--- config.mk ---
export PLATFORM = sky130hd
export DESIGN_NAME = lmdv_in_queue
export DESIGN_NICKNAME = d
export VERILOG_FILES = /design/src/rtl/lmdv_pkg.sv /design/src/rtl/lmdv_in_queue.sv
export SDC_FILE = /design/constraint.sdc
export NUM_CORES = 1
export LEC_CHECK = 0
export ABC_AREA = 1
export BUFFER_PORTS_ARGS = -buffer_cell sky130_fd_sc_hd__buf_2
export CORE_MARGIN = 2
export CORE_UTILIZATION = 30
export CTS_CLUSTER_SIZE = 12
export DETAILED_ROUTE_END_ITERATION = 10
export GPL_ROUTABILITY_DRIVEN = 0
export PLACE_DENSITY_LB_ADDON = 0.15
export SYNTH_ARGS = -nofsm -noshare
export SYNTH_HDL_FRONTEND = slang
export SYNTH_SLANG_ARGS = --single-unit
--- constraint.sdc ---
create_clock -name aclk -period 3.9 [get_ports aclk]
set_input_delay 0 -clock aclk [delete_from_list [all_inputs] [get_ports aclk]]
set_output_delay 0 -clock aclk [all_outputs]
set_load 0.01 [all_outputs]
--- src/rtl/lmdv_pkg.sv ---
// Shared types and constants for the modulated delay vibrato block.
`default_nettype none
package lmdv_pkg;

    localparam int SAMPLE_W   = 24;
    localparam int PHASE_W    = 32;
    localparam int SWEEP_W    = 25;
    localparam int GAIN_W     = 16;
    localparam int CFG_IDX_W  = 4;
    localparam int CFG_DATA_W = 32;

    localparam logic [CFG_IDX_W-1:0] CFG_PHASE_STEP  = 4'd0;
    localparam logic [CFG_IDX_W-1:0] CFG_SWEEP_DEPTH = 4'd1;

    localparam logic [PHASE_W-1:0] PHASE_STEP_RST = 32'd447392;
    localparam logic [SWEEP_W-1:0] SWEEP_DEPTH_RST = 25'd0;

    // quarter-wave sine polynomial coefficients
    localparam int SIN_A = 51472;
    localparam int SIN_B = 21024;
    localparam int SIN_C = 2320;

    // delay plus three samples, in Q8
    localparam int OFS_W    = 26;
    localparam int OFS_BIAS = 768;
    localparam longint unsigned OFS_MAX =
        ((64'd33554431 * 64'd65535) >> 16) + 64'd768;

    localparam int CNT_W     = 5;

    localparam int MUL_A_W = 34;
    localparam int MUL_B_W = 18;
    localparam int PROD_W  = 48;
    localparam int ACC_W   = 36;
    localparam int ROUND_Q8 = 128;

    typedef enum logic [4:0] {
        ST_IDLE,
        ST_IDX,
        ST_RECIP,
        ST_QEST,
        ST_QFIX,
        ST_Z,
        ST_Z2,
        ST_C,
        ST_INNER,
        ST_MID,
        ST_SINE,
        ST_DELAY,
        ST_MODINIT,
        ST_MOD,
        ST_POS,
        ST_RD0,
        ST_RD1,
        ST_RD2,
        ST_ACC,
        ST_OUT
    } lmdv_state_t;

    typedef struct packed {
        logic                       valid;
        logic signed [SAMPLE_W-1:0] sample;
    } lmdv_qword_t;

    typedef struct packed {
        logic [PHASE_W-1:0] phase_step;
        logic [SWEEP_W-1:0] sweep_depth;
    } lmdv_cfg_t;

endpackage
`default_nettype wire

--- src/rtl/lmdv_in_queue.sv ---
// Front end: accepts input words into a two-entry queue.
`default_nettype none
module lmdv_in_queue
    import lmdv_pkg::*;
(
    input  wire logic                       aclk,
    input  wire logic                       aresetn,
    input  wire logic                       s_valid,
    output logic                            s_ready,
    input  wire logic signed [SAMPLE_W-1:0] s_audio_in,
    output lmdv_qword_t                     head,
    input  wire logic                       pop
);

    logic [1:0]                 count_reg, count_next;
    logic signed [SAMPLE_W-1:0] e0_reg, e0_next;
    logic signed [SAMPLE_W-1:0] e1_reg, e1_next;
    logic                       push;

    assign s_ready     = (count_reg != 2'd2);
    assign push        = s_valid && s_ready;
    assign head.valid  = (count_reg != 2'd0);
    assign head.sample = e0_reg;

    always_comb begin
        count_next = count_reg;
        e0_next    = e0_reg;
        e1_next    = e1_reg;
        if (push && pop) begin
            if (count_reg == 2'd1) begin
                e0_next = s_audio_in;
            end else begin
                e0_next = e1_reg;
                e1_next = s_audio_in;
            end
        end else if (pop) begin
            e0_next    = e1_reg;
            count_next = count_reg - 2'd1;
        end else if (push) begin
            if (count_reg == 2'd0) begin
                e0_next = s_audio_in;
            end else begin
                e1_next = s_audio_in;
            end
            count_next = count_reg + 2'd1;
        end
    end

    always_ff @(posedge aclk) begin
        if (!aresetn) begin
            count_reg <= 2'd0;
        end else begin
            count_reg <= count_next;
        end
        e0_reg <= e0_next;
        e1_reg <= e1_next;
    end

endmodule
`default_nettype wire

==> metrics.yaml, run 1 <==
initial_utilization_pct: 31.1
internal_power_uw: 931
synth_area_leader_cell: "edfxtp_1"
pwr-share-clk_pct: 22.2
maxCapViolCount: 0
dieWidth_um: 96.8
io_buffers: 53
p_total_mw: 1.34
hold_depth: 5
clock_sink_count: 50
sw_frac_of_total_pct: 30.6
rsz0062_at_grt: "no"
crit_required_ps: 3900
ant_nets: 0
switchingPower_uw: 411
cts_buffers: 5
crit_type: "reg2reg"
ys_seq_area_share_pct: 57.4
synth-xor-area-share_pct: 0
ff2ff_path_depth: 6
yosysMostFrequentCell: "nand2_1"
cts_buffer_depth: 2
clock_latency_ps: 300
fin_worst_skew_ps: 8.18
synth_compound_area_share_pct: 0.484
fin_cells: 490
synth_flop_cell: "edfxtp_1"
die_h_um: 96.8
combPwrFrac_pct: 25.1
synth_edf_count: 48
ir_drop_mv: 0.151
grt_pass1_vias: 2090
timing.final.hold_violations: 0
synthTopCellsByArea: "edfxtp_1 56%, nand2_1 32%, ha_1 2.4%, buf_6 1.7%, dfxtp_1 1.6%"
drive_gt1_share_pct: 17.4
grt_pass1_wl_mm: 10.0
async_reset_ff_share_pct: 0
ys_warn_count: 0
vias: 2078
fp-row-count: 33
post-cts-setup-buffers: 0
drv_slew: 0
r2r_start: "count_reg[1]$_SDFFE_PN0P_"
drc: 0
path_clk_slew_ps: 90
root_buffer: "clkbuf_8"
arrival_ps: 2680
synth.area.mux_share_pct: 0
syn2layout_area_growth_pct: 25.2
setup_viol: 0
fin_ws_ps: 1220
final.period_utilization_pct: 68.7
syn_nets: 345
via_per_inst: 4.24
wl_mm: 5.70
reg2reg_to: "e1_reg[19]$_DFFE_PP_"
netlist_area_um2: 2580
worstHoldStart: "s_valid"
drt_iter0_drc: 88
gr-total-overflow: 0
p_leak_nw: 1.59
yosys.area_share.adder_pct: 2.42
outcome: "finished clean"
dieArea_um2: 9370
nFillCells: 845
ys_ff_latch: 50
synthDistinctLibCells: 15
relSlewSlack_pct: 38.3
grt_max_degree: 29
power_frac_seq_pct: 52.7
syn_avg_cell_area_um2: 8.28
r2r_slack_ps: 1220
nets: 417
core_um2: 8300
tns_ps: 0
cts_tree: "yes"
worstSetupStartpointType: "flop"
hp-class: "in2reg"
track_usage_pct: 13.0
io-pin-count: 54
dpl.hpwl_mm: 3.61
preCtsSetupSlack_ps: 1140
antenna_cells: 0
power_density_nw_per_um2: 415
antenna_found_initial: 0
avgRoutedWirePerCell_um: 11.6
ctsHtreeMaxLevel: 2
synth_top_area_share_pct: 55.8
netlist_instances: 312
synth_top_family_by_area: "simple AND/OR/NAND/NOR gates"
dr.pass1.iters: 5
dpl.cell_count: 457
yosys.area_share.simple_pct: 34.3
fmax_ghz: 0.373
synthTopCellsByCount: "223 x nand2_1, 48 x edfxtp_1, 7 x buf_2, 7 x inv_1"
final_util_pct: 39.0
whs_endpoint: "count_reg[0]$_SDFFE_PN0P_"
end_kind: "flop"
period_minus_slack_ps: 2680
worst_pin_slew_ps: 925
critPathMaxFanout: 25
-- logic make-up after synthesis --
family	after synthesis
AOI/OAI and AO/OA	2
adders and majority gates	5
buffers and inverters	24
DFF	50
and+or+nand+nor	231
-- worst max-delay path by stage --
stage	start	to	slack, ps	cells past startpoint
floorplan	count_reg[0]$_SDFFE_PN0P_	e0_reg[0]$_DFFE_PP_	1240	6
global placement	count_reg[1]$_SDFFE_PN0P_	e1_reg[8]$_DFFE_PP_	1210	6
detailed placement	count_reg[1]$_SDFFE_PN0P_	e1_reg[8]$_DFFE_PP_	1140	6
CTS	count_reg[1]$_SDFFE_PN0P_	e1_reg[15]$_DFFE_PP_	1150	6
global route	count_reg[1]$_SDFFE_PN0P_	e1_reg[19]$_DFFE_PP_	970	6
finish	count_reg[1]$_SDFFE_PN0P_	e1_reg[19]$_DFFE_PP_	1220	6
-- area by class of cell --
class / count / area (um^2) / share of cell area (%)
clock buffer: 5 / 68.8 / 2.13
clock inverter: 3 / 16.3 / 0.503
inverter: 10 / 37.5 / 1.16
multi-input combinational: 238 / 975 / 30.1
sequential: 50 / 1480 / 45.8
tap: 105 / 131 / 4.06
timing repair buffer: 79 / 523 / 16.2
-- routing by layer --
layer  global-route usage, %  wire (um)  vias up
li1                        -          -     1110
met1                    16.8       2720      922
met2                    21.7       2690       39
met3                    2.75        193        7
met4                    4.33         91        0
met5                       0          0        -
-- worst max-delay path, cell delays in order, from the launching register on --
cell	delay [ps]
dfxtp_1	360
inv_1	60
ha_1	500
inv_2	510
nor2_1	120
nor2_2	510
buf_4	320
-- placed cells by master (no fill, tap or decap) --
cell             n
nand3b_1         1
inv_1            7
inv_2            3
clkinv_1         1
buf_4            1
dlygate4sd3_1   25
clkinvlp_4       1
nor2_1           4
o21a_1           1
ha_1             5
clkinv_2         1
dfxtp_1          2
edfxtp_1        48
clkbuf_8         5
nand3_4          1
a21oi_4          1
buf_2           53
nand3_1          1
nor2_2           1
nand2_1        223
-- metrics by stage --
step	cell area [um^2]	hold WS (ps)
after detailed placement	2900	215
final	3230	285
after floorplan	2580	98.9
after CTS	3230	281
after global placement	2900	216
after global routing	3230	337
-- power groups by stage --
stage          clock network (mW)  registers, mW  logic [mW]
6_report                    0.298          0.708       0.337
5_1_grt                     0.331          0.718       0.387
2_1_floorplan                   0          0.747       0.190
3_3_place_gp                    0          0.720       0.323
4_1_cts                     0.313          0.709       0.344
3_5_place_dp                    0          0.720       0.326
-- timing repair --
item / CTS / global route
hold buffers: 25 / 0
gates resized for setup: 0 / 0
endpoints found under the hold margin: 26 / 0
(Power assumes the default switching activity.)
==> run 2: changes to the inputs <==
- clock period: 3.9 -> 2.8 ns (I/O delays scaled with it)
==> metrics.yaml, run 2 (same netlist as run 1, synthesis figures left out) <==
outcome: "finished clean"
critPathMaxFanout: 25
reg2reg_to: "e1_reg[15]$_DFFE_PP_"
rsz0062_at_grt: "no"
worstSetupStartpointType: "flop"
drt_iter0_drc: 79
relSlewSlack_pct: 60.5
fin_worst_skew_ps: 7.14
ctsHtreeMaxLevel: 2
cts_buffer_depth: 2
setup_viol: 0
post_dp_cell_area_um2: 2930
grt_max_degree: 29
maxCapViolCount: 0
tns_ps: 0
hold_depth: 5
ff2ff_path_depth: 7
die_h_um: 96.8
cts_tree: "yes"
drive_gt1_share_pct: 18.0
vias: 2117
mostFrequentLayoutCells: "223 x nand2_1, 53 x buf_2, 48 x edfxtp_1"
syn2layout_area_growth_pct: 27.2
worstHoldStart: "s_valid"
track_usage_pct: 13.1
io-pin-count: 54
final_util_pct: 39.6
root_buffer: "clkbuf_8"
dieArea_um2: 9370
crit_required_ps: 2800
crit_type: "reg2reg"
r2r_slack_ps: 830
dpl.hpwl_mm: 3.72
fmax_ghz: 0.508
path_clk_slew_ps: 90
postCtsResizedCells: 0
ant_nets: 0
r2r_start: "count_reg[1]$_SDFFE_PN0P_"
final_common_cell: "nand2_1"
avgRoutedWirePerCell_um: 11.8
antenna_found_initial: 0
cts_hold_buf: 25
via_per_inst: 4.29
drc: 0
dieWidth_um: 96.8
wl_mm: 5.84
final.period_utilization_pct: 70.3
core_um2: 8300
grt_pass1_wl_mm: 9.83
post-cts-setup-buffers: 0
fp-row-count: 33
final_cell_area_um2: 3280
power_density_nw_per_um2: 600
whs_endpoint: "count_reg[0]$_SDFFE_PN0P_"
arrival_ps: 1970
antenna_cells: 0
timing.final.hold_violations: 0
nFillCells: 876
grt_pass1_vias: 1999
clock_latency_ps: 300
drv_slew: 0
clock_sink_count: 50
ir_drop_mv: 0.247
gr-total-overflow: 0
io_buffers: 53
worst_pin_slew_ps: 593
dr.pass1.iters: 4
hp-class: "in2reg"
initial_utilization_pct: 31.1
period_minus_slack_ps: 1970
p_leak_nw: 1.62
cts_buffers: 5
end_kind: "flop"
nets: 421
## run 2: how the worst max path moves through the flow
| stage | start | end | slack (ps) | depth (start not counted) |
|---|---|---|---|---|
| after floorplan | count_reg[0]$_SDFFE_PN0P_ | e0_reg[0]$_DFFE_PP_ | 140 | 6 |
| after global placement | count_reg[1]$_SDFFE_PN0P_ | e1_reg[8]$_DFFE_PP_ | 870 | 7 |
| after detailed placement | count_reg[1]$_SDFFE_PN0P_ | e1_reg[5]$_DFFE_PP_ | 820 | 7 |
| after CTS | count_reg[1]$_SDFFE_PN0P_ | e1_reg[5]$_DFFE_PP_ | 800 | 7 |
| after global routing | count_reg[1]$_SDFFE_PN0P_ | e1_reg[15]$_DFFE_PP_ | 690 | 7 |
| final | count_reg[1]$_SDFFE_PN0P_ | e1_reg[15]$_DFFE_PP_ | 830 | 7 |
## run 2: stage by stage
step                      hold WS (ps)  cells  setup slack [ps]  power, mW
after floorplan                   98.9    312               139       1.30
final                              314    494               833       1.97
after CTS                          300    494               801       2.00
after global placement             217    461               873       1.46
after detailed placement           218    461               818       1.47
after global routing               355    494               689       2.10
## run 2: layer usage
metal	up-vias	GRT usage (%)	wire, um	share of wire, %
li1	1123	-	-	-
met1	945	16.5	2790	48
met2	45	22.7	2760	47
met3	4	3.03	221	3.8
met4	0	3.47	62	1.1
met5	-	0	0	0
## run 2: worst max-delay path: stages, from the launching register on
cell,delay [ps]
dfxtp_1,360
inv_1,70
ha_1,170
buf_4,230
inv_2,360
nor2_1,110
nor2_2,130
buf_4,220
## run 2: cell type report
class                      count  area (um^2)  share of cell area (%)
clock buffer                   7         76.3                    2.32
clock inverter                 1         30.0                   0.914
timing repair buffer          83          553                    16.8
inverter                      10         37.5                    1.14
tap                          105          131                    4.00
multi-input combinational    238          975                    29.7
sequential                    50         1480                    45.1
## run 2: power breakdown
group / switching [mW] / leakage (nW) / total [mW] / internal (mW)
registers: 0.0329 / 0.482 / 0.986 / 0.953
clock network: 0.238 / 0.0524 / 0.506 / 0.268
logic: 0.302 / 1.09 / 0.480 / 0.179
==> run 3: changes to the inputs <==
- ABC_AREA: 1 -> 0
- clock period: 2.8 -> 1.85 ns (I/O delays scaled with it)
==> metrics.yaml, run 3 <==
outcome: "finished clean"
ant_nets: 0
ir_drop_mv: 0.437
antenna_found_initial: 0
syn2layout_area_growth_pct: 32.5
ff2ff_path_depth: 6
synth_compound_area_share_pct: 12.3
syn_avg_cell_area_um2: 13.6
worst_pin_slew_ps: 411
io_buffers: 53
hold_depth: 3
timing.final.hold_violations: 0
wl_mm: 5.34
reg2reg_to: "e1_reg[14]$_DFFE_PP_"
period_minus_slack_ps: 1750
yosys.area_share.adder_pct: 2.54
drt_iter0_drc: 72
fin_worst_skew_ps: 5.17
cts_tree: "yes"
final_util_pct: 40.4
root_buffer: "clkbuf_8"
async_reset_ff_share_pct: 0
final.period_utilization_pct: 94.5
antenna_cells: 0
mostFrequentLayoutCells: "53 x buf_2, 48 x edfxtp_1, 25 x dlygate4sd3_1"
die_h_um: 94.7
synth_top_area_share_pct: 58.4
final_common_cell: "buf_2"
grt_max_degree: 49
drc: 0
grt_pass1_vias: 1653
ys_seq_area_share_pct: 60.1
avgRoutedWirePerCell_um: 14.6
cts_buffers: 5
synth_edf_count: 48
core_um2: 8090
syn_nets: 215
switchingPower_uw: 937
synthTopCellsByArea: "edfxtp_1 58%, o211ai_2 10%, nand4b_1 8.5%, nand2b_1 6.3%, nand2_1 3.7%"
io-pin-count: 54
nets: 293
initial_utilization_pct: 30.5
fmax_ghz: 0.572
dpl.cell_count: 333
worstHoldStart: "pop"
path_clk_slew_ps: 90
netlist_instances: 182
whs_endpoint: "count_reg[1]$_SDFFE_PN0P_"
grt_pass1_wl_mm: 8.57
synth_area_leader_cell: "edfxtp_1"
dieArea_um2: 8960
ctsHtreeMaxLevel: 2
p_leak_nw: 1.24
drv_slew: 0
power_frac_seq_pct: 48.2
hp-class: "in2reg"
dpl.hpwl_mm: 3.40
ys_warn_count: 0
yosys.area_share.simple_pct: 19.4
fp-row-count: 33
sw_frac_of_total_pct: 29.0
gr-total-overflow: 0
fin_cells: 366
dr.pass1.iters: 4
track_usage_pct: 12.7
pwr-share-clk_pct: 23.5
vias: 1689
synth.area.mux_share_pct: 0
combPwrFrac_pct: 28.3
netlist_area_um2: 2470
p_total_mw: 3.23
arrival_ps: 1750
synth-xor-area-share_pct: 0.710
relSlewSlack_pct: 72.6
synth_flop_cell: "edfxtp_1"
internal_power_mw: 2.29
yosysMostFrequentCell: "edfxtp_1"
synthDistinctLibCells: 21
dieWidth_um: 94.7
r2r_start: "count_reg[0]$_SDFFE_PN0P_"
end_kind: "flop"
critPathMaxFanout: 13
synth_top_family_by_area: "simple AND/OR/NAND/NOR gates"
worstSetupStartpointType: "flop"
crit_type: "reg2reg"
synthTopCellsByCount: "48 x edfxtp_1, 25 x nand2b_1, 24 x nand2_1, 24 x nand4b_1, 20 x o211ai_2"
crit_required_ps: 1850
clock_latency_ps: 300
rsz0062_at_grt: "no"
clock_sink_count: 50
r2r_slack_ps: 100
maxCapViolCount: 0
setup_viol: 0
power_density_nw_per_um2: 989
via_per_inst: 4.61
drive_gt1_share_pct: 39.1
post-cts-setup-buffers: 0
ys_ff_latch: 50
cts_buffer_depth: 2
run 3: per-layer routing:
layer / vias up / global-route usage [%] / wire length (um)
met3: 7 / 2.55 / 212
met1: 815 / 17.8 / 2540
met4: 0 / 3.26 / 59
met5: - / 0 / 0
met2: 32 / 20.0 / 2520
li1: 835 / - / -
run 3: power by group through the flow:
stage | logic [mW] | clock network (mW) | registers [mW]
6_report | 0.914 | 0.761 | 1.56
5_1_grt | 1.01 | 0.843 | 1.58
4_1_cts | 0.938 | 0.790 | 1.56
3_5_place_dp | 0.896 | 0 | 1.59
3_3_place_gp | 0.897 | 0 | 1.58
2_1_floorplan | 0.517 | 0 | 1.65
run 3: kinds of logic after synthesis:
group,Yosys count
and+or+nand+nor,76
adders and majority gates,5
AOI/OAI and AO/OA,28
xor gates and xnor gates,2
DFF,50
buffers and inverters,21
run 3: worst max path at each step:
stage | start | slack, ps | depth (start not counted) | endpoint
final | count_reg[0]$_SDFFE_PN0P_ | 100 | 6 | e1_reg[14]$_DFFE_PP_
after floorplan | count_reg[1]$_SDFFE_PN0P_ | -360 | 5 | e1_reg[0]$_DFFE_PP_
after global placement | count_reg[0]$_SDFFE_PN0P_ | 130 | 6 | e1_reg[14]$_DFFE_PP_
after global routing | count_reg[0]$_SDFFE_PN0P_ | 20 | 6 | e1_reg[16]$_DFFE_PP_
after detailed placement | count_reg[0]$_SDFFE_PN0P_ | 110 | 6 | e1_reg[20]$_DFFE_PP_
after CTS | count_reg[0]$_SDFFE_PN0P_ | 90 | 6 | e1_reg[14]$_DFFE_PP_
run 3: repair_timing:
| item | CTS | global route |
|---|---|---|
| gates resized for setup | 0 | 0 |
| hold buffers | 25 | 0 |
| hold endpoints to repair | 26 | 0 |
run 3: per-stage QoR:
stage          worst slack [ps]  TNS (ps)  hold WS (ps)  instance area, um^2
2_1_floorplan              -358     -8580          98.9                 2540
3_3_place_gp                134         0           208                 2910
3_5_place_dp                108         0           216                 2910
4_1_cts                    90.2         0          66.1                 3270
5_1_grt                    15.4         0           112                 3270
6_report                    101         0          70.5                 3270
run 3: layout make-up:
cell class	instances	area, um^2
fill	820	4820
sequential	50	1480
multi-input combinational	111	930
timing repair buffer	87	596
tap	105	131
clock buffer	5	68.8
clock inverter	3	40.0
inverter	5	18.8
run 3: critical path, cell delays in order, from the launching register on:
cell	delay [ps]
dfxtp_2	390
inv_2	60
ha_4	150
nand2b_4	150
ha_2	190
a2111oi_4	210
buf_4	280
